File: src/bfc_pkg.sv
// bfc_pkg: shared types and constants of the byte-stuffing frame codec
// no dependencies; imported by every module of the block

package bfc_pkg;

    // flag and escape bytes on the line
    localparam logic [7:0] FLAG_START = 8'hFE;
    localparam logic [7:0] FLAG_END   = 8'hEF;
    localparam logic [7:0] ESC        = 8'hFD;
    localparam logic [7:0] ESC_START  = 8'h01;
    localparam logic [7:0] ESC_END    = 8'hF2;
    localparam logic [7:0] ESC_ESC    = 8'h00;

    // result kinds
    localparam logic [1:0] KIND_DATA = 2'd0;
    localparam logic [1:0] KIND_DONE = 2'd1;
    localparam logic [1:0] KIND_ERR  = 2'd2;

    // direction register values
    localparam logic DIR_ENCODE = 1'b0;
    localparam logic DIR_DECODE = 1'b1;

    // results one input beat can cause, and the job queue depth
    localparam int MAX_RES     = 4;
    localparam int SLOT_W      = $clog2(MAX_RES);
    localparam int CNT_W       = $clog2(MAX_RES + 1);
    localparam int QUEUE_DEPTH = 4;
    localparam int QPTR_W      = $clog2(QUEUE_DEPTH);
    localparam int QCNT_W      = $clog2(QUEUE_DEPTH + 1);

    typedef struct packed {
        logic [7:0] in_byte;
        logic       first_byte;
        logic       last_byte;
    } t_in;

    typedef struct packed {
        logic [7:0] out_byte;
        logic [1:0] kind;
        logic       last_of_run;
    } t_out;

    // one result waiting in a job
    typedef struct packed {
        logic [7:0] res_byte;
        logic [1:0] kind;
    } t_slot;

    // all results of one input beat
    typedef struct packed {
        logic [CNT_W-1:0]        count;
        t_slot [MAX_RES-1:0]     slot;
    } t_job;

    // queue status seen by the front and back ends
    typedef struct packed {
        logic empty;
        logic full;
    } t_qstat;

endpackage

File: src/bfc_front.sv
// bfc_front: accepts input beats, holds direction and decode phase, builds result jobs
// depends on bfc_pkg

module bfc_front (
    input  logic          i_clk,
    input  logic          i_rst_n,
    input  logic          i_cfg_valid,
    input  logic          i_cfg_data,
    input  logic          i_in_valid,
    input  bfc_pkg::t_in  i_in_data,
    input  bfc_pkg::t_qstat i_qstat,
    output logic          o_in_stall,
    output logic          o_push,
    output bfc_pkg::t_job o_job
);
    import bfc_pkg::*;

    typedef enum logic [1:0] {
        PH_HUNT    = 2'd0,
        PH_FRAME   = 2'd1,
        PH_ESCAPED = 2'd2
    } t_phase;

    logic   r_dir;
    t_phase r_phase;
    t_phase n_phase;
    logic   w_accept;
    t_job   w_job;

    assign o_in_stall = i_qstat.full;
    assign w_accept   = i_in_valid && !i_qstat.full;
    assign o_push     = w_accept && (w_job.count != '0);
    assign o_job      = w_job;

    // classify the beat and list the results it causes
    always_comb begin
        logic [CNT_W-1:0] v_cnt;
        logic [7:0]       v_b;
        v_cnt   = '0;
        v_b     = i_in_data.in_byte;
        w_job   = '0;
        n_phase = r_phase;
        if (r_dir == DIR_ENCODE) begin
            if (i_in_data.first_byte) begin
                w_job.slot[v_cnt[SLOT_W-1:0]] = '{FLAG_START, KIND_DATA};
                v_cnt = v_cnt + 1'b1;
            end
            if (v_b == FLAG_START || v_b == FLAG_END || v_b == ESC) begin
                w_job.slot[v_cnt[SLOT_W-1:0]] = '{ESC, KIND_DATA};
                v_cnt = v_cnt + 1'b1;
                if (v_b == FLAG_START) begin
                    w_job.slot[v_cnt[SLOT_W-1:0]] = '{ESC_START, KIND_DATA};
                end else if (v_b == FLAG_END) begin
                    w_job.slot[v_cnt[SLOT_W-1:0]] = '{ESC_END, KIND_DATA};
                end else begin
                    w_job.slot[v_cnt[SLOT_W-1:0]] = '{ESC_ESC, KIND_DATA};
                end
                v_cnt = v_cnt + 1'b1;
            end else begin
                w_job.slot[v_cnt[SLOT_W-1:0]] = '{v_b, KIND_DATA};
                v_cnt = v_cnt + 1'b1;
            end
            if (i_in_data.last_byte) begin
                w_job.slot[v_cnt[SLOT_W-1:0]] = '{FLAG_END, KIND_DATA};
                v_cnt = v_cnt + 1'b1;
            end
        end else begin
            unique case (r_phase)
                PH_FRAME: begin
                    if (v_b == FLAG_END) begin
                        w_job.slot[v_cnt[SLOT_W-1:0]] = '{8'h00, KIND_DONE};
                        v_cnt   = v_cnt + 1'b1;
                        n_phase = PH_HUNT;
                    end else if (v_b == ESC) begin
                        n_phase = PH_ESCAPED;
                    end else begin
                        w_job.slot[v_cnt[SLOT_W-1:0]] = '{v_b, KIND_DATA};
                        v_cnt = v_cnt + 1'b1;
                    end
                end
                PH_ESCAPED: begin
                    if (v_b == ESC_START) begin
                        w_job.slot[v_cnt[SLOT_W-1:0]] = '{FLAG_START, KIND_DATA};
                        n_phase = PH_FRAME;
                    end else if (v_b == ESC_ESC) begin
                        w_job.slot[v_cnt[SLOT_W-1:0]] = '{ESC, KIND_DATA};
                        n_phase = PH_FRAME;
                    end else if (v_b == ESC_END) begin
                        w_job.slot[v_cnt[SLOT_W-1:0]] = '{FLAG_END, KIND_DATA};
                        n_phase = PH_FRAME;
                    end else begin
                        w_job.slot[v_cnt[SLOT_W-1:0]] = '{8'h00, KIND_ERR};
                        n_phase = PH_HUNT;
                    end
                    v_cnt = v_cnt + 1'b1;
                end
                default: begin
                    n_phase = (v_b == FLAG_START) ? PH_FRAME : PH_HUNT;
                end
            endcase
            // buffer end with a frame still open
            if (i_in_data.last_byte && n_phase != PH_HUNT) begin
                w_job.slot[v_cnt[SLOT_W-1:0]] = '{8'h00, KIND_ERR};
                v_cnt   = v_cnt + 1'b1;
                n_phase = PH_HUNT;
            end
        end
        w_job.count = v_cnt;
    end

    // direction register and decode phase
    always_ff @(posedge i_clk) begin
        if (!i_rst_n) begin
            r_dir   <= DIR_ENCODE;
            r_phase <= PH_HUNT;
        end else if (i_cfg_valid) begin
            r_dir   <= i_cfg_data;
            r_phase <= PH_HUNT;
        end else if (w_accept) begin
            r_phase <= n_phase;
        end
    end

endmodule

File: src/bfc_queue.sv
// bfc_queue: short register queue of result jobs between front and back end
// depends on bfc_pkg

module bfc_queue (
    input  logic            i_clk,
    input  logic            i_rst_n,
    input  logic            i_push,
    input  bfc_pkg::t_job   i_job,
    input  logic            i_pop,
    output bfc_pkg::t_job   o_head,
    output bfc_pkg::t_qstat o_qstat
);
    import bfc_pkg::*;

    t_job              r_store [QUEUE_DEPTH];
    logic [QPTR_W-1:0] r_wr_ptr;
    logic [QPTR_W-1:0] r_rd_ptr;
    logic [QCNT_W-1:0] r_fill;
    logic              w_push;
    logic              w_pop;

    assign o_qstat.empty = (r_fill == '0);
    assign o_qstat.full  = (r_fill == QCNT_W'(QUEUE_DEPTH));
    assign o_head        = r_store[r_rd_ptr];
    assign w_push        = i_push && !o_qstat.full;
    assign w_pop         = i_pop && !o_qstat.empty;

    // job storage
    always_ff @(posedge i_clk) begin
        if (w_push) begin
            r_store[r_wr_ptr] <= i_job;
        end
    end

    // pointers and fill level
    always_ff @(posedge i_clk) begin
        if (!i_rst_n) begin
            r_wr_ptr <= '0;
            r_rd_ptr <= '0;
            r_fill   <= '0;
        end else begin
            if (w_push) begin
                r_wr_ptr <= r_wr_ptr + 1'b1;
            end
            if (w_pop) begin
                r_rd_ptr <= r_rd_ptr + 1'b1;
            end
            if (w_push && !w_pop) begin
                r_fill <= r_fill + 1'b1;
            end else if (w_pop && !w_push) begin
                r_fill <= r_fill - 1'b1;
            end
        end
    end

endmodule

File: src/bfc_back.sv
// bfc_back: walks the head job slot by slot into the output register
// depends on bfc_pkg

module bfc_back (
    input  logic            i_clk,
    input  logic            i_rst_n,
    input  bfc_pkg::t_job   i_head,
    input  bfc_pkg::t_qstat i_qstat,
    input  logic            i_out_stall,
    output logic            o_pop,
    output logic            o_out_valid,
    output bfc_pkg::t_out   o_out_data
);
    import bfc_pkg::*;

    logic [SLOT_W-1:0] r_idx;
    logic              r_valid;
    t_out              r_out;
    logic              w_load;
    logic              w_last;
    t_slot             w_slot;

    assign w_load      = !i_qstat.empty && (!r_valid || !i_out_stall);
    assign w_slot      = i_head.slot[r_idx];
    assign w_last      = (CNT_W'(r_idx) + 1'b1 == i_head.count);
    assign o_pop       = w_load && w_last;
    assign o_out_valid = r_valid;
    assign o_out_data  = r_out;

    // slot index within the head job, and output valid
    always_ff @(posedge i_clk) begin
        if (!i_rst_n) begin
            r_idx   <= '0;
            r_valid <= 1'b0;
        end else begin
            if (w_load) begin
                r_idx   <= w_last ? '0 : r_idx + 1'b1;
                r_valid <= 1'b1;
            end else if (!i_out_stall) begin
                r_valid <= 1'b0;
            end
        end
    end

    // output payload
    always_ff @(posedge i_clk) begin
        if (w_load) begin
            r_out.out_byte    <= w_slot.res_byte;
            r_out.kind        <= w_slot.kind;
            r_out.last_of_run <= w_last;
        end
    end

endmodule

File: src/byte_stuffing_frame_codec_top.sv
// Byte-stuffing frame codec. direction 0 escapes bytes (FE -> FD 01, EF -> FD F2,
// FD -> FD 00) and adds an FE flag before a first_byte beat and an EF flag after a
// last_byte beat; direction 1 hunts for FE, unescapes, reports kind 1 on EF and
// kind 2 on a bad escape or a buffer end inside a frame. Each input beat yields 0 to 4
// results; the output port delivers one result per cycle while the receiver does not
// stall, so the output register sets the throughput. The front end takes a beat per
// cycle into a four-job queue while the queue is not full. An input beat's first
// result passes through the queue storage and then the output register. Write direction
// only while idle; a write also restarts the decoder hunting.
// depends on bfc_pkg, bfc_front, bfc_queue, bfc_back

module byte_stuffing_frame_codec_top (
    input  logic          i_clk,
    input  logic          i_rst_n,
    input  logic          i_cfg_valid,
    output logic          o_cfg_ready,
    input  logic          i_cfg_data,
    input  logic          i_in_valid,
    output logic          o_in_stall,
    input  bfc_pkg::t_in  i_in_data,
    output logic          o_out_valid,
    input  logic          i_out_stall,
    output bfc_pkg::t_out o_out_data
);
    import bfc_pkg::*;

    logic   w_push;
    logic   w_pop;
    t_job   w_job;
    t_job   w_head;
    t_qstat w_qstat;

    assign o_cfg_ready = 1'b1;

    // front end: accept and classify
    bfc_front u_front (
        .i_clk       (i_clk),
        .i_rst_n     (i_rst_n),
        .i_cfg_valid (i_cfg_valid),
        .i_cfg_data  (i_cfg_data),
        .i_in_valid  (i_in_valid),
        .i_in_data   (i_in_data),
        .i_qstat     (w_qstat),
        .o_in_stall  (o_in_stall),
        .o_push      (w_push),
        .o_job       (w_job)
    );

    // job queue
    bfc_queue u_queue (
        .i_clk   (i_clk),
        .i_rst_n (i_rst_n),
        .i_push  (w_push),
        .i_job   (w_job),
        .i_pop   (w_pop),
        .o_head  (w_head),
        .o_qstat (w_qstat)
    );

    // back end: emit results
    bfc_back u_back (
        .i_clk       (i_clk),
        .i_rst_n     (i_rst_n),
        .i_head      (w_head),
        .i_qstat     (w_qstat),
        .i_out_stall (i_out_stall),
        .o_pop       (w_pop),
        .o_out_valid (o_out_valid),
        .o_out_data  (o_out_data)
    );

endmodule

File: config.mk
export PLATFORM = sky130hd
export DESIGN_NAME = byte_stuffing_frame_codec_top
export DESIGN_NICKNAME = d
export VERILOG_FILES = /design/src/bfc_pkg.sv /design/src/bfc_front.sv /design/src/bfc_queue.sv /design/src/bfc_back.sv /design/src/byte_stuffing_frame_codec_top.sv
export SDC_FILE = /design/constraint.sdc
export NUM_CORES = 1
export LEC_CHECK = 0
export BUFFER_PORTS_ARGS = -buffer_cell sky130_fd_sc_hd__clkbuf_2
export CORE_MARGIN = 5
export CORE_UTILIZATION = 55
export CTS_CLUSTER_DIAMETER = 40
export DETAILED_ROUTE_END_ITERATION = 10
export PLACE_DENSITY = 0.77
export RECOVER_POWER = 50
export SLEW_MARGIN = 20
export SYNTH_ARGS = -nofsm -noshare
export SYNTH_HDL_FRONTEND = slang
export SYNTH_SLANG_ARGS = --single-unit
File: constraint.sdc
create_clock -name i_clk -period 3.7 [get_ports i_clk]
set_clock_uncertainty 0.1 [all_clocks]
set_input_delay 0.37 -clock i_clk [delete_from_list [all_inputs] [get_ports i_clk]]
set_output_delay 0.37 -clock i_clk [all_outputs]
set_load 0.005 [all_outputs]
# [Word level (Yosys, flattened, before mapping)]
# Memories as Yosys holds them, arrays and structs flattened. A register that Yosys moved wholly into a read port is not among the register bits.
# Index checks and enable logic that the tools add are counted.
[word_totals] memories=1 ff_bits=24 word_cells=143 in_bits=16 mem_bits_rw=172
[op_classes] eq_ne=10 muxes=56 n_addsub=10 order_cmp=9 n_bitwise=18 n_reduce_logical=29
[memory_table] name="u_queue.r_store" words=4 word_bits=43 rd=1 rd_ports_with_merged_regs=1 wr=1 line_no="bfc_queue.sv:15" source="t_job r_store [QUEUE_DEPTH];"
[ops] cell="$mux 40" count=7
[ops] cell="$mux 10" count=13
[ops] cell="$demux 10 s2" count=4
[ops] cell="$not 36->36" count=2
[ops] cell="$and 40x40->40" count=1
[ops] cell="$bwmux 40" count=1
[ops] cell="$not 40->40" count=1
[ops] cell="$and 36x36->36" count=1
[ops] cell="$and 9x36->36" count=1
[ops] cell="$eq 8x8->1 const B" count=4
[ops] cell="$mux 3" count=10
[ops] cell="$or 28x28->28" count=1
[ops] cell="$or 7x28->28" count=1
[ops] cell="$not 12->12" count=2
[ops] cell="$and 20x20->20" count=1
[ops] cell="$bmux 10 s2" count=1
[ops] cell="$not 20->20" count=1
[ops] cell="$or 20x20->20" count=1
[ops] cell="$pmux 10 s2" count=1
[ops] cell="$mux 2" count=9
[ops] cell="$add 3x1->3 const B" count=5
[ops] cell="$lt 2x3->1 const B" count=5
[ops] cell="$logic_and 1x1->1" count=13
[ops] cell="$and 12x12->12" count=1
[ops] cell="25 further kinds" count=45

# [Depth between registers and ports, before layout]
# Gate-level depths: netlist (run 1).
[depth] depth_word=17 depth_mapped=17

# [By module]
# Synthesis (run 1) repeated with hierarchy kept, for this count alone.
[hier_totals] hier_cells=479 area_unflattened_um2=8588.2
[modules_own_cells] mod="bfc_queue" cells_per_inst=273 n_inst=1 seq_area_each_um2=5345.1 area_each_um2=6749.0
[modules_own_cells] mod="bfc_front" cells_per_inst=163 n_inst=1 seq_area_each_um2=60.1 area_each_um2=1084.8
[modules_own_cells] mod="bfc_back" cells_per_inst=41 n_inst=1 seq_area_each_um2=390.4 area_each_um2=743.2
[modules_own_cells] mod="byte_stuffing_frame_codec_top" cells_per_inst=2 n_inst=1 seq_area_each_um2=0.0 area_each_um2=11.3

# [Least setup slack after synthesis (run 1)]
# No wires, ideal clock.
[synth_timing] path_type="input to register" startpoint="in i_in_data[6] (netlist bit)" endpoint="reg u_queue.r_fill[2]" required_time_ns=3.524 setup_slack_ns=0.028 arrival_time_ns=3.496 cell_stages=15 path_cell_list="buf_6 -> or4_4 -> nor4_4 -> o21ai_2 -> a2bb2oi_2 -> a21boi_0 -> ha_1 -> and2_1 -> o41a_1 -> ha_1 -> inv_1 -> fa_1 -> xor2_1 -> or3_1 -> a21boi_0"
[synth_via] elab_chain_cells=16 word_cells_on_any_way=37 classes_between="add/sub (2); eq/ne (5); mux (18); reduce/logical (12)"
[synth_lines] item="from (decl)" line_no="byte_stuffing_frame_codec_top.sv:20" source="input bfc_pkg::t_in i_in_data,"
[synth_lines] item="branches (longest 9 deep; another with $add 3x1->3)"
[synth_lines] item="$mux 3 *" line_no="bfc_front.sv:43" source="if (r_dir == DIR_ENCODE) begin"
[synth_lines] item="$reduce_bool 3->1 *" line_no="bfc_front.sv:32" source="assign o_push = w_accept && (w_job.count != '0);"
[synth_lines] item="$logic_and 1x1->1 *" line_no="bfc_front.sv:32"
[synth_lines] item="$logic_and 1x1->1 *" line_no="bfc_queue.sv:25" source="assign w_push = i_push && !o_qstat.full;"
[synth_lines] item="named net u_queue.w_push" line_no="bfc_queue.sv:19" source="logic w_push;"
[synth_lines] item="$logic_not 1->1" line_no="bfc_queue.sv:50" source="end else if (w_pop && !w_push) begin"
[synth_lines] item="$logic_and 1x1->1" line_no="bfc_queue.sv:50"
[synth_lines] item="$reduce_bool 2->1 (no line)"
[synth_lines] item="to (signal assigned)" line_no="bfc_queue.sv:49" source="r_fill <= r_fill + 1'b1;"
[synth_lines] item="to (signal assigned)" line_no="bfc_queue.sv:51" source="r_fill <= r_fill - 1'b1;"
[synth_lines] item="to (decl)" line_no="bfc_queue.sv:18" source="logic [QCNT_W-1:0] r_fill;"
# Mark *: on every way through the listed nets, which the timed path passes. The select of a mux whose other input is x is not followed.
# A chain may end at the register's enable or synchronous reset.

==> impl_metrics.env, run 1 <==
export IMPL_status="completed"
export IMPL_cts_num_sinks=130
export IMPL_fp_dieW_um=114
export IMPL_fill_cells=782
export IMPL_routedWlPerCell_um=20.1
export IMPL_fin_cells=622
export IMPL_syn_inst=416
export IMPL_setup_tns_ns=0
export IMPL_finalSetupViolCount=0
export IMPL_hold_class="input port to flop"
export IMPL_grt_pass1_wl_um=19700
export IMPL_ys_seq_area_share_pct=62.9
export IMPL_synth_area_leaders="edfxtp_1 58%, mux4_2 9.1%, dfxtp_1 5.0%"
export IMPL_viasPerCell=5.99
export IMPL_synth_ff_latch_count=130
export IMPL_clock_path_buffers=2
export IMPL_core_area_sq_um=10700
export IMPL_clk_latency_ns=0.52
export IMPL_io_buffers=28
export IMPL_ys_types=61
export IMPL_end_kind="flop"
export IMPL_first_pass_iters=5
export IMPL_cts_buffers=17
export IMPL_drv_slew=0
export IMPL_arrival_ns=3.77
export IMPL_antenna_cells=0
export IMPL_cts_tree="built"
export IMPL_cap_viol_max_count=0
export IMPL_final_area_sq_um=6950
export IMPL_whs_ns=0.0202
export IMPL_dr_first_iter_drc_count=351
export IMPL_yosysMostFrequentCell="edfxtp_1"
export IMPL_syn_area_sq_um=5970
export IMPL_path_max_fanout=4
export IMPL_max_clock_freq_mhz=292
export IMPL_pin_count=30
export IMPL_start_util_pct=55.5
export IMPL_gp_congestion=0.882
export IMPL_antenna_found_initial=0
export IMPL_grt_pass1_vias=3677
export IMPL_fin_crit_sh_pct=92.6
export IMPL_grt_usage_pct=20.4
export IMPL_dieArea_sq_um=13000
export IMPL_critical_path_top_delay_family="adder cells"
export IMPL_drive_gt1_share_pct=24.1
export IMPL_async_flop_share_pct=0
export IMPL_rsz0062_at_grt="no"
export IMPL_drc=0
export IMPL_worst_setup_path_start_kind="flop"
export IMPL_ir_drop_v=0.000278
export IMPL_slew_headroom_pct=34.8
export IMPL_grt_max_degree=28
export IMPL_max_stage_delay_ns=0.38
export IMPL_place_area_sq_um=6390
export IMPL_vias=3724
export IMPL_clk_pin_slew_ns=0.06
export IMPL_tightest_slew_ns=0.977
export IMPL_htree_levels=4
export IMPL_syn_num_nets=445
export IMPL_dpl_hpwl_um=7860
export IMPL_synth_ff_type="edfxtp_1"
export IMPL_synth_largest_area_cell="edfxtp_1"
export IMPL_worst_path_buf_inv=2
export IMPL_crit_type="flop to flop"
export IMPL_die_h_um=114
export IMPL_powerDensity_nw_per_um2=641
export IMPL_totalWireLength_um=12500
export IMPL_synth_edf_count=115
export IMPL_crit_path_cell_trace="inv_1, ha_2, nor2b_4, a22o_1, a2bb2oi_4, a21boi_0, ha_1, nand2_1, o21ai_0, o41a_1, ha_1, inv_1, fa_1, xor2_1, or3_1, a21boi_0"
export IMPL_grt_remaining_overflow=0
export IMPL_ant_nets=0
export IMPL_leakage_nw=2.43
export IMPL_final_hold_viol_count=0
export IMPL_syn_to_final_growth_pct=16.4
export IMPL_placed_cells_incl_taps=589
export IMPL_required_ns=4.04
export IMPL_crit_path_top_delay_cell="ha_2"
export IMPL_synth_top_area_share_pct=57.9
export IMPL_cts_root_buf="clkbuf_8"
export IMPL_rows=38
export IMPL_avgSynthCellArea_sq_um=14.3
export IMPL_synth_warnings=0
export IMPL_post_route_util_pct=64.6
export IMPL_nets=498
export IMPL_min_period_ns=3.42
export IMPL_synthTopCellsByCount="115 x edfxtp_1, 35 x nand2_1, 24 x mux4_2"
==> cell type report <==
| type | instances | area [sq um] | share of cell area, % |
|---|---|---|---|
| sequential | 130 | 3750 | 54.1 |
| multi-input combinational | 247 | 2070 | 29.8 |
| timing repair buffer | 56 | 325 | 4.68 |
| inverter | 17 | 63.8 | 0.919 |
| clock inverter | 15 | 143 | 2.05 |
| tap | 140 | 175 | 2.52 |
| clock buffer | 17 | 414 | 5.96 |
==> placed cells by master (no fill, tap or decap), types with 9 or more instances in the layout <==
cell type / count
a21boi_0: 11
a21oi_1: 14
buf_4: 23
clkbuf_1: 10
clkbuf_16: 16
clkbuf_2: 23
dfxtp_1: 14
edfxtp_1: 115
ha_1: 11
inv_1: 16
mux2i_1: 15
mux4_2: 24
nand2_1: 35
nand3_1: 9
nor2_1: 18
o21ai_0: 12
o22ai_1: 9
==> routing by layer <==
metal  routed length, um  part of all wire [%]  track usage [%]
met1                5060                    41             27.0
met2                6300                    50             32.9
met5                   0                     0                0
met3                 950                   7.6             5.13
met4                 174                   1.4             7.84
==> path summary, 6_finish.rpt <==
path,startpoint,end,slack (ns),depth (start not counted)
worst max-delay path,u_front.r_phase[0]$_SDFFE_PP0P_,u_queue.r_fill[2]$_SDFFE_PN0P_,0.28,16
worst min-delay path,i_cfg_data,u_front.r_dir$_SDFFE_PN0P_,0.02,3
worst max register to register,u_front.r_phase[0]$_SDFFE_PP0P_,u_queue.r_fill[2]$_SDFFE_PN0P_,0.28,16
worst min register to register,u_queue.r_rd_ptr[1]$_SDFFE_PN0P_,flop,0.38,2
==> flip-flops by register name, summed over array words and instances, names as in the netlist, named ones only <==
signal	count
u_queue.r_store	104
u_back.o_out_data	11
u_queue.r_fill	3
u_back.r_idx	2
u_front.r_phase	2
u_queue.r_rd_ptr	2
u_queue.r_wr_ptr	2
u_back.o_out_valid	1
u_front.r_dir	1
==> stage by stage <==
step | setup WS [ns] | total power (W)
floorplan | 0.0283 | 0.00261
global placement | 0.163 | 0.00289
detailed placement | 0.0536 | 0.00294
CTS | 0.0793 | 0.00449
global route | 0.0215 | 0.00465
finish | 0.275 | 0.00445
==> cells by family after synthesis <==
kind of cell | synth area share, %
buffers and inverters | 2.73
adders and majority gates | 2.85
and+or+nand+nor | 8.85
other | 0.0628
xor gates and xnor gates | 1.61
DFF | 62.9
muxes | 11.8
AOI/OAI and AO/OA | 9.25
==> report_power, final <==
| part | total (W) | leakage (nW) | switching (W) | internal [W] |
|---|---|---|---|---|
| Sequential | 0.00197 | 1.20 | 0.0000928 | 0.00188 |
| Clock | 0.00154 | 0.262 | 0.000591 | 0.000948 |
| Combinational | 0.000936 | 0.976 | 0.000535 | 0.000401 |
| Total | 0.00445 | 2.43 | 0.00122 | 0.00323 |
==> what timing repair did <==
item	CTS	global route
buffers inserted	0	1
hold buffers	0	0
gates resized for setup	0	6
setup endpoints to repair	0	2
==> worst register-to-register path, stage by stage, from the launching register on <==
cell	delay (ns)
dfxtp_2	0.35
inv_1	0.06
ha_2	0.38
nor2b_4	0.07
a22o_1	0.26
a2bb2oi_4	0.15
a21boi_0	0.10
ha_1	0.28
nand2_1	0.04
o21ai_0	0.11
o41a_1	0.20
ha_1	0.19
inv_1	0.06
fa_1	0.37
xor2_1	0.17
or3_1	0.30
a21boi_0	0.16
Note: power is estimated with default switching activity, not from simulation.
==> run 2, diff against run 1 <==
--- a/config.mk
+++ b/config.mk
@@ -7,10 +7,11 @@
 export LEC_CHECK = 0
 export BUFFER_PORTS_ARGS = -buffer_cell sky130_fd_sc_hd__clkbuf_2
 export CORE_MARGIN = 5
-export CORE_UTILIZATION = 55
+export CORE_UTILIZATION = 57
+export CTS_BUF_LIST = sky130_fd_sc_hd__clkbuf_4 sky130_fd_sc_hd__clkbuf_8
 export CTS_CLUSTER_DIAMETER = 40
 export DETAILED_ROUTE_END_ITERATION = 10
-export PLACE_DENSITY = 0.77
+export PLACE_DENSITY = 0.79
 export RECOVER_POWER = 50
 export SLEW_MARGIN = 20
 export SYNTH_ARGS = -nofsm -noshare
==> run 2 against run 1 <==
  * Combinational power down 3.3%
  * First-iteration DRC count is 24% lower
  * Fmax is 2.3% lower
  * Flip-flop and latch count unchanged
  * Critical path depth is 1 higher
  * Die area down 3.2%
  * Non-clock buffer count down 2
==> impl_metrics.env, run 2 (synthesis gave the netlist of run 1 again) <==
export IMPL_worst_setup_path_start_kind="flop"
export IMPL_antenna_found_initial=0
export IMPL_dieArea_sq_um=12600
export IMPL_fin_cells=616
export IMPL_arrival_ns=3.76
export IMPL_cts_buffers=17
export IMPL_max_stage_delay_ns=0.43
export IMPL_worst_path_buf_inv=2
export IMPL_finalSetupViolCount=0
export IMPL_rsz0062_at_grt="no"
export IMPL_routedWlPerCell_um=18.5
export IMPL_grt_max_degree=28
export IMPL_pin_count=30
export IMPL_dpl_hpwl_um=7540
export IMPL_grt_remaining_overflow=0
export IMPL_grt_pass1_vias=3650
export IMPL_core_area_sq_um=10300
export IMPL_min_period_ns=3.51
export IMPL_die_h_um=112
export IMPL_drv_slew=0
export IMPL_ir_drop_v=0.000299
export IMPL_final_area_sq_um=6800
export IMPL_clk_pin_slew_ns=0.07
export IMPL_drive_gt1_share_pct=24.6
export IMPL_ant_nets=0
export IMPL_place_area_sq_um=6380
export IMPL_clock_path_buffers=2
export IMPL_required_ns=3.95
export IMPL_first_pass_iters=5
export IMPL_powerDensity_nw_per_um2=597
export IMPL_final_hold_viol_count=0
export IMPL_layout_common_cells="115 x edfxtp_1, 35 x nand2_1, 24 x mux4_2, 24 x buf_4, 21 x clkbuf_2"
export IMPL_grt_pass1_wl_um=18600
export IMPL_status="completed"
export IMPL_crit_path_top_delay_cell="o41a_1"
export IMPL_nets=496
export IMPL_largest_register_ffs=104
export IMPL_tightest_slew_ns=0.879
export IMPL_start_util_pct=58.1
export IMPL_drc=0
export IMPL_crit_path_cell_trace="inv_1, ha_4, nor2b_4, o311ai_0, nand2_1, a2bb2oi_4, a21boi_0, ha_1, nand2_1, o21ai_2, o41a_1, ha_1, inv_1, fa_1, xor2_1, or3_1, a21boi_0"
export IMPL_vias=3647
export IMPL_clk_latency_ns=0.42
export IMPL_critical_path_top_delay_family="compound AO/OA/AOI/OAI gates"
export IMPL_path_max_fanout=4
export IMPL_dr_first_iter_drc_count=266
export IMPL_htree_levels=4
export IMPL_mostFrequentLayoutCell="edfxtp_1"
export IMPL_cts_num_sinks=130
export IMPL_grt_usage_pct=19.0
export IMPL_max_clock_freq_mhz=285
export IMPL_cts_tree="built"
export IMPL_end_kind="flop"
export IMPL_cts_setup_buffers=0
export IMPL_cap_viol_max_count=0
export IMPL_io_buffers=28
export IMPL_viasPerCell=5.92
export IMPL_cts_root_buf="clkbuf_8"
export IMPL_top_register="u_queue.r_store"
export IMPL_placed_cells_incl_taps=584
export IMPL_slew_headroom_pct=41.4
export IMPL_totalWireLength_um=11400
export IMPL_hold_class="input port to flop"
export IMPL_rows=37
export IMPL_fin_crit_sh_pct=94.8
export IMPL_crit_type="flop to flop"
export IMPL_leakage_nw=2.37
export IMPL_syn_to_final_growth_pct=13.9
export IMPL_gp_congestion=0.925
export IMPL_fp_dieW_um=112
export IMPL_antenna_cells=0
[run 2: cell types whose count changed in the layout (fill, tap and decap cells not counted), moves of 2 or more]
cell,before,now
clkinvlp_4,4,2
clkbuf_16,16,0
clkbuf_2,23,21
clkbuf_8,1,17
[run 2: tightest hold or removal path: cells and delay by family]
kind	cells	cell delay, ns
simple gates	1	0.05
buf+inv	1	0.09
compound gates	1	0.06
[run 2: final timing paths]
check                                                     start                              end  slack [ns]  cells past startpoint
worst min register to register  u_back.o_out_valid$_SDFFE_PN0P_  u_back.o_out_valid$_SDFFE_PN0P_        0.38                      2
worst min-delay path                                i_out_stall  u_back.o_out_valid$_SDFFE_PN0P_        0.11                      3
worst max register to register  u_front.r_phase[0]$_SDFFE_PP0P_   u_queue.r_fill[2]$_SDFFE_PN0P_        0.19                     17
worst max-delay path            u_front.r_phase[0]$_SDFFE_PP0P_   u_queue.r_fill[2]$_SDFFE_PN0P_        0.19                     17
[run 2: timing repair]
| action | CTS | global route |
|---|---|---|
| hold buffers | 0 | 0 |
| endpoints found under the setup margin | 0 | 2 |
| gates resized for setup | 0 | 10 |
[run 2: power by group]
part | internal, W | switching (W)
registers | 0.00188 | 0.0000810
clock network | 0.000659 | 0.000532
logic | 0.000399 | 0.000506
[run 2: layout make-up]
type	instances	area [sq um]
clock buffers	17	234
inverters	17	63.8
multi-input cells	247	2090
repair buffers	54	319
flip-flops and latches	130	3760
clock inverters	15	166
well taps	136	170
fillers	715	3480
[run 2: metal layers]
metal / vias up / wire [um] / global-route usage [%]
met3: 18 / 663 / 3.99
met2: 145 / 5660 / 31.0
li1: 1702 / - / -
met1: 1782 / 4880 / 24.9
met4: 0 / 189 / 7.93
met5: - / 0 / 0
[run 2: metrics by stage]
step           setup WS (ns)  hold WS [ns]  setup TNS [ns]  power [W]  util [%]
2_1_floorplan         0.0283         0.345               0    0.00261         -
3_3_place_gp          0.0911         0.355               0    0.00289      62.0
3_5_place_dp         -0.0425         0.378         -0.0425    0.00293      62.0
4_1_cts               0.0299        0.0776               0    0.00412      65.9
5_1_grt              0.00279         0.102               0    0.00427      66.1
6_report               0.194         0.105               0    0.00406      66.1
